## config.mk

```make
export PLATFORM = sky130hd
export DESIGN_NAME = rle_backref_token_analyzer_core
export DESIGN_NICKNAME = d
export VERILOG_FILES = /design/src/rtl/rbta_pkg.sv /design/src/rtl/rbta_ctrl_decode.sv /design/src/rtl/rbta_parser.sv /design/src/rtl/rle_backref_token_analyzer_core.sv
export SDC_FILE = /design/constraint.sdc
export NUM_CORES = 1
export LEC_CHECK = 0
export BUFFER_PORTS_ARGS = -buffer_cell sky130_fd_sc_hd__buf_2
export CAP_MARGIN = 40
export CORE_UTILIZATION = 30
export CTS_CLUSTER_SIZE = 20
export DETAILED_ROUTE_END_ITERATION = 12
export GPL_ROUTABILITY_DRIVEN = 0
export GPL_TIMING_DRIVEN = 0
export SYNTH_ARGS = -nofsm -noshare
export SYNTH_HDL_FRONTEND = slang
export SYNTH_SLANG_ARGS = --single-unit
```

## constraint.sdc

```tcl
create_clock -name clk -period 16.8 [get_ports clk]
set_input_delay 2.52 -clock clk [delete_from_list [all_inputs] [get_ports clk]]
set_output_delay 2.52 -clock clk [all_outputs]
set_load 0.01 [all_outputs]
```

## src/rtl/rbta_pkg.sv

```systemverilog
`default_nettype none
// ----------------------------------------------------------------------------
// rbta_pkg
// shared types and codes for the rle / back-reference token analyzer
// ----------------------------------------------------------------------------
package rbta_pkg;

	// token kinds as reported in a record
	typedef enum logic [2:0] {
		KIND_INLINE = 3'd0,
		KIND_RLE8   = 3'd1,
		KIND_RLE16  = 3'd2,
		KIND_RLE24  = 3'd3,
		KIND_RLE32  = 3'd4,
		KIND_SHORT  = 3'd5,
		KIND_LONG   = 3'd6,
		KIND_END    = 3'd7
	} kind_t;

	// parser phase
	typedef enum logic [1:0] {
		PH_CTRL = 2'd0,
		PH_OPER = 2'd1,
		PH_SKIP = 2'd2
	} phase_t;

	// format_mode values
	localparam logic MODE_NEW = 1'b0;
	localparam logic MODE_OLD = 1'b1;

	// control byte prefixes, current format (bits 7:5)
	localparam logic [2:0] NEW_INLINE_A = 3'b000;
	localparam logic [2:0] NEW_INLINE_B = 3'b001;
	localparam logic [2:0] NEW_RLE8     = 3'b010;
	localparam logic [2:0] NEW_RLE32    = 3'b011;
	localparam logic [2:0] NEW_RLE16    = 3'b100;
	localparam logic [2:0] NEW_RLE24    = 3'b101;
	localparam logic [2:0] NEW_REF_A    = 3'b110;
	localparam logic [2:0] NEW_REF_B    = 3'b111;

	// control byte prefixes, old format (bits 7:6)
	localparam logic [1:0] OLD_INLINE = 2'b00;
	localparam logic [1:0] OLD_RLE8   = 2'b01;
	localparam logic [1:0] OLD_SHORT  = 2'b10;
	localparam logic [1:0] OLD_LONG   = 2'b11;

	// decoded control byte
	typedef struct packed {
		kind_t      kind;
		logic [7:0] dec_len;
		logic [6:0] count;
	} ctrl_t;

	// one output record
	typedef struct packed {
		kind_t       kind;
		logic [15:0] offset;
		logic [7:0]  dec_len;
		logic [6:0]  enc_len;
		logic [31:0] fill;
		logic [15:0] refer;
		logic [23:0] tot_dec;
		logic [15:0] tot_enc;
		logic        status;
		logic        done;
	} rec_t;

endpackage
`default_nettype wire

```

## src/rtl/rbta_ctrl_decode.sv

```systemverilog
`default_nettype none
// ----------------------------------------------------------------------------
// rbta_ctrl_decode
// control byte decoder: kind, decoded length and operand/payload byte count
// ----------------------------------------------------------------------------
module rbta_ctrl_decode
	import rbta_pkg::*;
(
	input  wire logic       format_mode,
	input  wire logic [7:0] ctrl_byte,
	output ctrl_t           ctrl
);

	logic [7:0] base;

	// repeat unit count for the multi-byte rle kinds
	assign base = {3'd0, ctrl_byte[4:0]} + 8'd2;

	always_comb begin
		ctrl = '0;
		if (format_mode == MODE_OLD) begin
			ctrl.dec_len = {2'd0, ctrl_byte[5:0]};
			unique case (ctrl_byte[7:6])
				OLD_INLINE: begin
					ctrl.kind  = KIND_INLINE;
					ctrl.count = {1'b0, ctrl_byte[5:0]};
				end
				OLD_RLE8: begin
					ctrl.kind  = KIND_RLE8;
					ctrl.count = 7'd1;
				end
				OLD_SHORT: begin
					ctrl.kind  = KIND_SHORT;
					ctrl.count = 7'd1;
				end
				OLD_LONG: begin
					ctrl.kind  = KIND_LONG;
					ctrl.count = 7'd2;
				end
				default: ctrl = '0;
			endcase
		end else begin
			unique case (ctrl_byte[7:5]) inside
				NEW_INLINE_A, NEW_INLINE_B: begin
					ctrl.kind    = KIND_INLINE;
					ctrl.dec_len = {2'd0, ctrl_byte[5:0]} + 8'd1;
					ctrl.count   = {1'b0, ctrl_byte[5:0]} + 7'd1;
				end
				NEW_RLE8: begin
					ctrl.kind    = KIND_RLE8;
					ctrl.dec_len = {3'd0, ctrl_byte[4:0]} + 8'd3;
					ctrl.count   = 7'd1;
				end
				NEW_RLE32: begin
					ctrl.kind    = KIND_RLE32;
					ctrl.dec_len = {base[5:0], 2'b00};
					ctrl.count   = 7'd4;
				end
				NEW_RLE16: begin
					ctrl.kind    = KIND_RLE16;
					ctrl.dec_len = {base[6:0], 1'b0};
					ctrl.count   = 7'd2;
				end
				NEW_RLE24: begin
					ctrl.kind    = KIND_RLE24;
					ctrl.dec_len = {base[6:0], 1'b0} + base;
					ctrl.count   = 7'd3;
				end
				NEW_REF_A, NEW_REF_B: begin
					// pending back-reference, may turn out to be the end marker
					ctrl.kind    = KIND_END;
					ctrl.dec_len = {2'd0, ctrl_byte[5:0]} + 8'd4;
					ctrl.count   = 7'd2;
				end
				default: ctrl = '0;
			endcase
		end
	end

endmodule
`default_nettype wire

```

## src/rtl/rbta_parser.sv

```systemverilog
`default_nettype none
// ----------------------------------------------------------------------------
// rbta_parser
// token parser state and record formation, one byte per fire
// ----------------------------------------------------------------------------
module rbta_parser
	import rbta_pkg::*;
#(
	parameter int OFFSET_BITS = 16
) (
	input  wire logic       clk,
	input  wire logic       arst_n,
	input  wire logic       fire,
	input  wire logic       format_mode,
	input  wire logic [7:0] data_byte,
	input  wire logic       stream_start,
	input  wire logic       stream_end,
	output logic            emit,
	output rec_t            rec
);

	localparam int OW = (OFFSET_BITS > 16) ? OFFSET_BITS : 16;

	phase_t                 phase_q, phase_n, e_phase;
	logic [6:0]             rem_q, rem_n, e_rem;
	kind_t                  kind_q, kind_n, e_kind, kind_out;
	logic [7:0]             dlen_q, dlen_n, e_dlen;
	logic [31:0]            shift_q, shift_n, e_shift, opnd;
	logic [OFFSET_BITS-1:0] coff_q, coff_n, e_coff;
	logic [OFFSET_BITS-1:0] pos_q, pos_n, e_pos;
	logic [23:0]            dtot_q, dtot_n, e_dtot;
	logic [15:0]            etot_q, etot_n, e_etot;
	logic                   ended_q, ended_n, e_ended;
	logic [24:0]            dsum;
	logic [6:0]             full_enc;
	logic [6:0]             enc_len;
	logic [OW-1:0]          coff_wide;
	logic                   complete;
	ctrl_t                  ctrl;

	rbta_ctrl_decode u_decode (
		.format_mode (format_mode),
		.ctrl_byte   (data_byte),
		.ctrl        (ctrl)
	);

	always_comb begin
		// stream start sees the cleared state
		e_phase = stream_start ? PH_CTRL     : phase_q;
		e_rem   = stream_start ? '0          : rem_q;
		e_kind  = stream_start ? KIND_INLINE : kind_q;
		e_dlen  = stream_start ? '0          : dlen_q;
		e_shift = stream_start ? '0          : shift_q;
		e_coff  = stream_start ? '0          : coff_q;
		e_pos   = stream_start ? '0          : pos_q;
		e_dtot  = stream_start ? '0          : dtot_q;
		e_etot  = stream_start ? '0          : etot_q;
		e_ended = stream_start ? 1'b0        : ended_q;

		phase_n  = e_phase;
		rem_n    = e_rem;
		kind_n   = e_kind;
		dlen_n   = e_dlen;
		shift_n  = e_shift;
		coff_n   = e_coff;
		pos_n    = e_pos;
		dtot_n   = e_dtot;
		etot_n   = e_etot;
		ended_n  = e_ended;
		complete = 1'b0;
		emit     = 1'b0;
		opnd     = e_shift;
		kind_out = e_kind;
		full_enc = 7'd3;
		enc_len  = '0;
		dsum     = '0;

		if (!e_ended) begin
			pos_n  = e_pos + OFFSET_BITS'(1);
			etot_n = (e_etot == 16'hffff) ? e_etot : e_etot + 16'd1;

			if (e_phase == PH_CTRL) begin
				coff_n   = e_pos;
				kind_n   = ctrl.kind;
				dlen_n   = ctrl.dec_len;
				rem_n    = ctrl.count;
				shift_n  = '0;
				complete = (ctrl.count == 7'd0);
				if (complete) begin
					phase_n = PH_CTRL;
				end else if (ctrl.kind == KIND_INLINE) begin
					phase_n = PH_SKIP;
				end else begin
					phase_n = PH_OPER;
				end
			end else begin
				if (e_phase == PH_OPER) begin
					shift_n = {e_shift[23:0], data_byte};
				end
				if (e_rem != 7'd0) begin
					rem_n = e_rem - 7'd1;
				end
				complete = (rem_n == 7'd0);
			end

			opnd = shift_n;
			emit = complete || stream_end;

			case (kind_n)
				KIND_INLINE: full_enc = dlen_n[6:0] + 7'd1;
				KIND_RLE8:   full_enc = 7'd2;
				KIND_RLE16:  full_enc = 7'd3;
				KIND_RLE24:  full_enc = 7'd4;
				KIND_RLE32:  full_enc = 7'd5;
				KIND_SHORT:  full_enc = 7'd2;
				default:     full_enc = 7'd3;
			endcase

			// bytes consumed so far, before the post-record clear
			enc_len = full_enc - rem_n;

			// a back-reference to zero is the end marker, anything else a long ref
			kind_out = kind_n;
			if (kind_n == KIND_END && (!complete || opnd[15:0] != 16'd0)) begin
				kind_out = KIND_LONG;
			end

			dsum = {1'b0, e_dtot} + {17'd0, dlen_n};
			if (emit) begin
				dtot_n  = dsum[24] ? 24'hffffff : dsum[23:0];
				ended_n = (kind_out == KIND_END);
				phase_n = PH_CTRL;
				rem_n   = '0;
				shift_n = '0;
			end
		end

		coff_wide    = OW'(coff_n);
		rec.kind     = kind_out;
		rec.offset   = coff_wide[15:0];
		rec.dec_len  = dlen_n;
		rec.enc_len  = enc_len;
		rec.fill     = (kind_out >= KIND_RLE8 && kind_out <= KIND_RLE32) ? opnd : '0;
		rec.refer    = (kind_out >= KIND_SHORT) ? opnd[15:0] : '0;
		rec.tot_dec  = dtot_n;
		rec.tot_enc  = etot_n;
		rec.status   = !complete;
		rec.done     = stream_end || (kind_out == KIND_END);
	end

	// enc_len above is taken before the post-record clear of the remaining count
	always_ff @(posedge clk or negedge arst_n) begin
		if (!arst_n) begin
			phase_q <= PH_CTRL;
			rem_q   <= '0;
			kind_q  <= KIND_INLINE;
			dlen_q  <= '0;
			shift_q <= '0;
			coff_q  <= '0;
			pos_q   <= '0;
			dtot_q  <= '0;
			etot_q  <= '0;
			ended_q <= 1'b0;
		end else if (fire) begin
			phase_q <= phase_n;
			rem_q   <= rem_n;
			kind_q  <= kind_n;
			dlen_q  <= dlen_n;
			shift_q <= shift_n;
			coff_q  <= coff_n;
			pos_q   <= pos_n;
			dtot_q  <= dtot_n;
			etot_q  <= etot_n;
			ended_q <= ended_n;
		end
	end

endmodule
`default_nettype wire

```

## src/rtl/rle_backref_token_analyzer_core.sv

```systemverilog
`default_nettype none
// ----------------------------------------------------------------------------
// rle_backref_token_analyzer_core
// byte-serial token analyzer for an rle / back-reference compressed stream
// ----------------------------------------------------------------------------
// Takes one stream byte per transfer on the byte channel and returns one
// record per finished (or truncated) token on the record channel. The block
// sustains one byte per clock: a byte register feeds a single pass of parser
// logic whose result lands in the record register, so a record is offered
// once the byte that completes its token has passed through the byte
// register and the parser. Only a held record (record stall high) slows
// intake, through byte_stall. format_mode is written over the cfg channel,
// which is always ready, and is sampled when a control byte is decoded.
// ----------------------------------------------------------------------------
module rle_backref_token_analyzer_core
	import rbta_pkg::*;
#(
	parameter int OFFSET_BITS = 16
) (
	input  wire logic        clk,
	input  wire logic        arst_n,
	// configuration write channel
	input  wire logic        cfg_valid,
	output logic             cfg_ready,
	input  wire logic        cfg_data,
	// byte channel
	input  wire logic        byte_valid,
	output logic             byte_stall,
	input  wire logic [7:0]  data_byte,
	input  wire logic        stream_start,
	input  wire logic        stream_end,
	// record channel
	output logic             rec_valid,
	input  wire logic        rec_stall,
	output logic [2:0]       token_kind,
	output logic [15:0]      token_offset,
	output logic [7:0]       decoded_length,
	output logic [6:0]       encoded_length,
	output logic [31:0]      fill_pattern,
	output logic [15:0]      reference,
	output logic [23:0]      total_decoded,
	output logic [15:0]      total_encoded,
	output logic             status,
	output logic             stream_done
);

	logic       format_mode_q;
	logic       valid_s1;
	logic [7:0] byte_s1;
	logic       start_s1;
	logic       end_s1;
	logic       fire;
	logic       emit;
	rec_t       rec;
	rec_t       rec_q;
	logic       rec_valid_q;

	// config register, written at any time the channel offers data
	assign cfg_ready = 1'b1;

	always_ff @(posedge clk or negedge arst_n) begin
		if (!arst_n) begin
			format_mode_q <= MODE_NEW;
		end else if (cfg_valid && cfg_ready) begin
			format_mode_q <= cfg_data;
		end
	end

	// the byte in stage 1 is processed once the record register can take a result
	assign fire       = valid_s1 && (!rec_valid_q || !rec_stall);
	assign byte_stall = valid_s1 && !fire;

	always_ff @(posedge clk or negedge arst_n) begin
		if (!arst_n) begin
			valid_s1 <= 1'b0;
		end else if (!byte_stall) begin
			valid_s1 <= byte_valid;
		end
	end

	// payload register, no reset needed
	always_ff @(posedge clk) begin
		if (byte_valid && !byte_stall) begin
			byte_s1  <= data_byte;
			start_s1 <= stream_start;
			end_s1   <= stream_end;
		end
	end

	rbta_parser #(
		.OFFSET_BITS (OFFSET_BITS)
	) u_parser (
		.clk          (clk),
		.arst_n       (arst_n),
		.fire         (fire),
		.format_mode  (format_mode_q),
		.data_byte    (byte_s1),
		.stream_start (start_s1),
		.stream_end   (end_s1),
		.emit         (emit),
		.rec          (rec)
	);

	// record register: reload on a new record, drop after its transfer
	always_ff @(posedge clk or negedge arst_n) begin
		if (!arst_n) begin
			rec_valid_q <= 1'b0;
		end else if (fire) begin
			rec_valid_q <= emit;
		end else if (!rec_stall) begin
			rec_valid_q <= 1'b0;
		end
	end

	always_ff @(posedge clk) begin
		if (fire && emit) begin
			rec_q <= rec;
		end
	end

	assign rec_valid      = rec_valid_q;
	assign token_kind     = rec_q.kind;
	assign token_offset   = rec_q.offset;
	assign decoded_length = rec_q.dec_len;
	assign encoded_length = rec_q.enc_len;
	assign fill_pattern   = rec_q.fill;
	assign reference      = rec_q.refer;
	assign total_decoded  = rec_q.tot_dec;
	assign total_encoded  = rec_q.tot_enc;
	assign status         = rec_q.status;
	assign stream_done    = rec_q.done;

endmodule
`default_nettype wire
```

# Yosys cells after proc, flatten, opt, wreduce, memory -nomap -nowiden
# Index checks and enable logic that the tools add are counted.
word_totals:
  ff_bits: 262
  inputBits: 16
  out_inout_bits: 127
classes:
  add_sub_neg: 12
  order_cmp: 3
  eq_ne: 20
  n_mux: 59
  n_reduce_logical: 29
ops:
  columns: ["operator", "n"]
  rows:
  - ["$mux 32", 7]
  - ["$mux 16", 8]
  - ["$pmux 18 s6", 1]
  - ["$mux 24", 4]
  - ["$mux 7", 9]
  - ["$add 16x1->16 const B", 2]
  - ["$mux 8", 4]
  - ["$pmux 7 s4", 1]
  - ["$eq 3x3->1 const B", 9]
  - ["$add 24x8->25", 1]
  - ["$mux 3", 7]
  - ["$pmux 7 s3", 1]
  - ["$mux 18", 1]
  - ["$eq 16x16->1 const B", 1]
  - ["$reduce_bool 16->1", 1]
  - ["$add 6x1->7 const B", 2]
  - ["$logic_not 7->1", 2]
  - ["$add 5x2->6 const B", 2]
  - ["$mux 2", 6]
  - ["$pmux 3 s4", 1]
  - ["$eq 3x2->1 const B", 3]
  - ["$logic_not 3->1", 3]
  - ["$mux 1", 9]
  - ["$add 8x8->8", 1]
  - ["other kinds (17)", 37]

# Depth between registers and ports, before layout
depth:
  word_depth: 16
  ltp_mapped: 22
  depth_no_buf: 19

# By module
# A second synthesis with hierarchy kept.
unflattened:
  hier_cells: 1426
  area_unflattened_um2: 14391.3
by_module_without_submodules:
  columns: ["mod", "n_inst", "cells_per_inst", "area_per_inst_um2"]
  rows:
  - ["rbta_parser", 1, 1103, 9092.5]
  - ["rle_backref_token_analyzer_core", 1, 149, 4170.2]
  - ["rbta_ctrl_decode", 1, 174, 1128.6]

# Worst setup path after synthesis
# Ideal clock, no wire load.
synth_path:
  path_kind: "input to register"
  start: "input rec_stall"
  end: "register rec_q (netlist bit decoded_length[0]), enable pin"
  setup_time_ns: 0.477
  arrival_ns: 5.606
  required_ns: 16.323
  slack_ns: 10.717
  path_stages: 5
  path_buffers: 0
  path_cell_list: "nand2_1 nand2_1 nor2_1 nand2_1 inv_1"
synth_via:
  elab_chain_len: 4
synth_rtl:
  columns: ["item", "line", "text"]
  rows:
  - ["start: declaration", "rle_backref_token_analyzer_core.sv:34", "input wire logic rec_stall,"]
  - ["$logic_not 1->1", null, null]
  - ["$logic_or 1x1->1", "rle_backref_token_analyzer_core.sv:70", "assign fire = valid_s1 && (!rec_valid_q || !rec_stall);"]
  - ["$logic_and 1x1->1", "rle_backref_token_analyzer_core.sv:70", null]
  - ["$logic_and 1x1->1", "rle_backref_token_analyzer_core.sv:116", "if (fire && emit) begin"]
  - ["end signal: assignment", "rle_backref_token_analyzer_core.sv:117", "rec_q <= rec;"]
  - ["end: declaration", "rle_backref_token_analyzer_core.sv:55", "rec_t rec_q;"]
# Every way passes these cells.
# A chain may end at the register's enable or synchronous reset.

==> reports/qor.yml <==
grt_overflow: 0
power_frac_clock_pct: 29.2
antenna_found_initial: 0
num_io_pins: 143
cts_resized: 0
insertion_delay_ns: 0.60
fp.dieH_um: 221.2
die_x_um: 221.2
p_seq_share_pct: 38.1
grt_pass1_wl_um: 70960
timing.fmax_mhz: 155.2
switchingPower_uw: 840.6
ys_top_cells_by_count: "nand2_1, nor2_1, edfxtp_1"
synth_cell_types: 93
cts_tree: "yes"
wl_um: 45200
period_needed_ns: 6.442
drc_errors: 0
tns_ns: 0
crit_path_start_kind: "flop"
p_sw_share_pct: 36.99
cts_root_buf: "clkbuf_16"
dr.pass1.iters: 5
rows: 79
post_cts_buffers: 0
ctsLongestPathBuffers: 3
worstHoldPathType: "flop to flop"
clock_sinks: 262
critPathRequiredTime_ns: 17.10
drtAntennaViolNets: 0
grt_max_degree: 70
yosysTopAreaCellShare_pct: 27.92
yosysWarnings: 0
synth_edf_count: 134
utilization_pct: 36.06
drt_iter0_markers: 1111
grt_pass1_vias: 12030
vias: 12390
slew_violations: 0
setup_viol_count_final: 0
h-tree-depth: 1
syn_avg_cell_area_um2: 9.538
powerDensity_nw_per_um2: 134.2
ys_top_cells_by_area: "edfxtp_1, dfrtp_1, nand2_1"
grtUsageTotal_pct: 18.32
syn_nets: 1561
ys.flop_type: "edfxtp_1"
regArea_um2: 7227
antenna_cells: 0
hold_viol_final: 0
vias_per_cell: 5.344
relSlewSlack_pct: 38.93
async_reset_ff_share_pct: 48.85
rsz0062_at_grt: "no"
port_buffers: 141
synth-seq-area-share_pct: 50.15
drv_cap: 0
cts_buffers: 31
min_period_over_period_pct: 38.35
nFillCells: 4750
syn_area_um2: 14410
clkSlewWorstSetupHoldPaths_ns: 0.06
area_growth_pct: 17.49
holdBufCountCts: 0
yosysTopAreaCell: "edfxtp_1"
irDropWorstVdd_mv: 0.09372
synth_cells: 1511
intPower_uw: 1432
tightest_slew_ns: 0.9161
synth-seq-cells: 262
multiInputGateArea_um2: 6589
cp.arrival_ns: 6.75
finish.net_count: 1738
place_hpwl_um: 32730
end_kind: "flop"
status: "completed"
cp_max_fo: 9
pwr-share-comb_pct: 32.6
wl_per_cell_um: 19.49
dieArea_um2: 48920
synth.most_common_cell: "nand2_1"
drive_gt1_share_pct: 14.89
coreArea_um2: 46950
leakage_uw: 0.006806
skew_ns: 0.01389
initial_utilization_pct: 30.69
criticalPathCategory: "flop to flop"
==> cell usage in the layout, fill, tap and decap left out, types with 24 or more instances in the layout <==
master	instances
dfrtp_1	128
nand2_1	268
o31ai_1	35
nor2b_1	25
clkbuf_1	81
nor2_1	168
mux2i_1	29
nand3_1	37
clkbuf_16	31
xnor2_1	24
a21oi_1	90
inv_1	36
o21ai_0	59
buf_2	154
ha_1	32
edfxtp_1	134
==> worst max-delay path: stages, from the launching register on <==
cell      delay, ns
edfxtp_1       0.53
ha_1           0.21
clkbuf_1       0.33
xor2_1         0.40
ha_1           0.35
a21o_1         0.20
a31oi_1        0.32
nor3_1         0.09
nor3_1         0.41
a31oi_1        0.38
ha_1           0.46
o21ai_0        0.10
a21oi_1        0.23
o211ai_1       0.23
nor2_1         0.52
and4_1         0.26
buf_2          0.23
nor2_1         0.15
and4_1         0.25
a311oi_1       0.50
==> power by group through the flow <==
stage | registers (uW) | clock network [uW] | logic [uW]
floorplan | 894 | 0 | 458
global placement | 886 | 0 | 717
detailed placement | 877 | 0 | 734
CTS | 867 | 681 | 743
global route | 880 | 703 | 822
finish | 866 | 664 | 742
==> state kept, by name, indices dropped and copies added (netlist names), 24 cells and up <==
name,flops
total_decoded,24
fill_pattern,32
u_parser.dtot_q,24
u_parser.shift_q,32
==> per-stage QoR <==
stage / worst slack, ns / cells / hold slack (ns) / instance area, um2 / power (uW)
global placement: 8.660 / 2259 / 0.4578 / 15880 / 1603
global route: 9.979 / 2319 / 0.4989 / 16930 / 2405
CTS: 10.49 / 2319 / 0.4775 / 16930 / 2291
finish: 10.36 / 2319 / 0.4749 / 16930 / 2272
floorplan: 10.72 / 1511 / 0.4395 / 14410 / 1352
detailed placement: 10.54 / 2262 / 0.4622 / 15950 / 1611
==> path summary, 6_finish.rpt <==
check	from	to	slack, ns	depth (start not counted)
max	byte_s1[2]	total_decoded[8]	10.36	19
min	u_parser.coff_q[7]	u_parser.coff_q[7]	0.47	2
max reg2reg	byte_s1[2]	total_decoded[8]	10.36	19
min reg2reg	u_parser.coff_q[7]	u_parser.coff_q[7]	0.47	2
max in group asynchronous	arst_n	u_parser.coff_q[4]	14.07	2
min in group asynchronous	arst_n	u_parser.shift_q[29]	1.93	1
==> final cells by class <==
class                   count  area share [%]
clock buffers              42           4.943
inverters                  40          0.9163
flip-flops and latches    262           42.68
plain buffers             103           2.631
multi-input cells        1106           38.91
well taps                 607           4.485
clock inverters            15          0.8572
repair buffers            144           4.574
==> kinds of logic (layout without fill, tap and decap cells) <==
family | Yosys count | in the layout | synth area share (%)
buf+inv | 143 | 344 | 4.133
flops | 262 | 262 | 50.15
compound gates | 369 | 369 | 18.02
fa+ha+maj | 34 | 34 | 3.056
other cells | 1 | 1 | 0.02602
simple gates | 630 | 630 | 19.93
xor+xnor | 39 | 39 | 2.370
mux | 33 | 33 | 2.327
==> per-layer routing <==
layer	part of all wire (%)	wire length [um]	track usage (%)
met1	45	20440	25.17
met2	46	20880	29.64
met3	5.7	2558	2.642
met4	2.9	1330	5.775
met5	0	0	0
(Power assumes the default switching activity.)
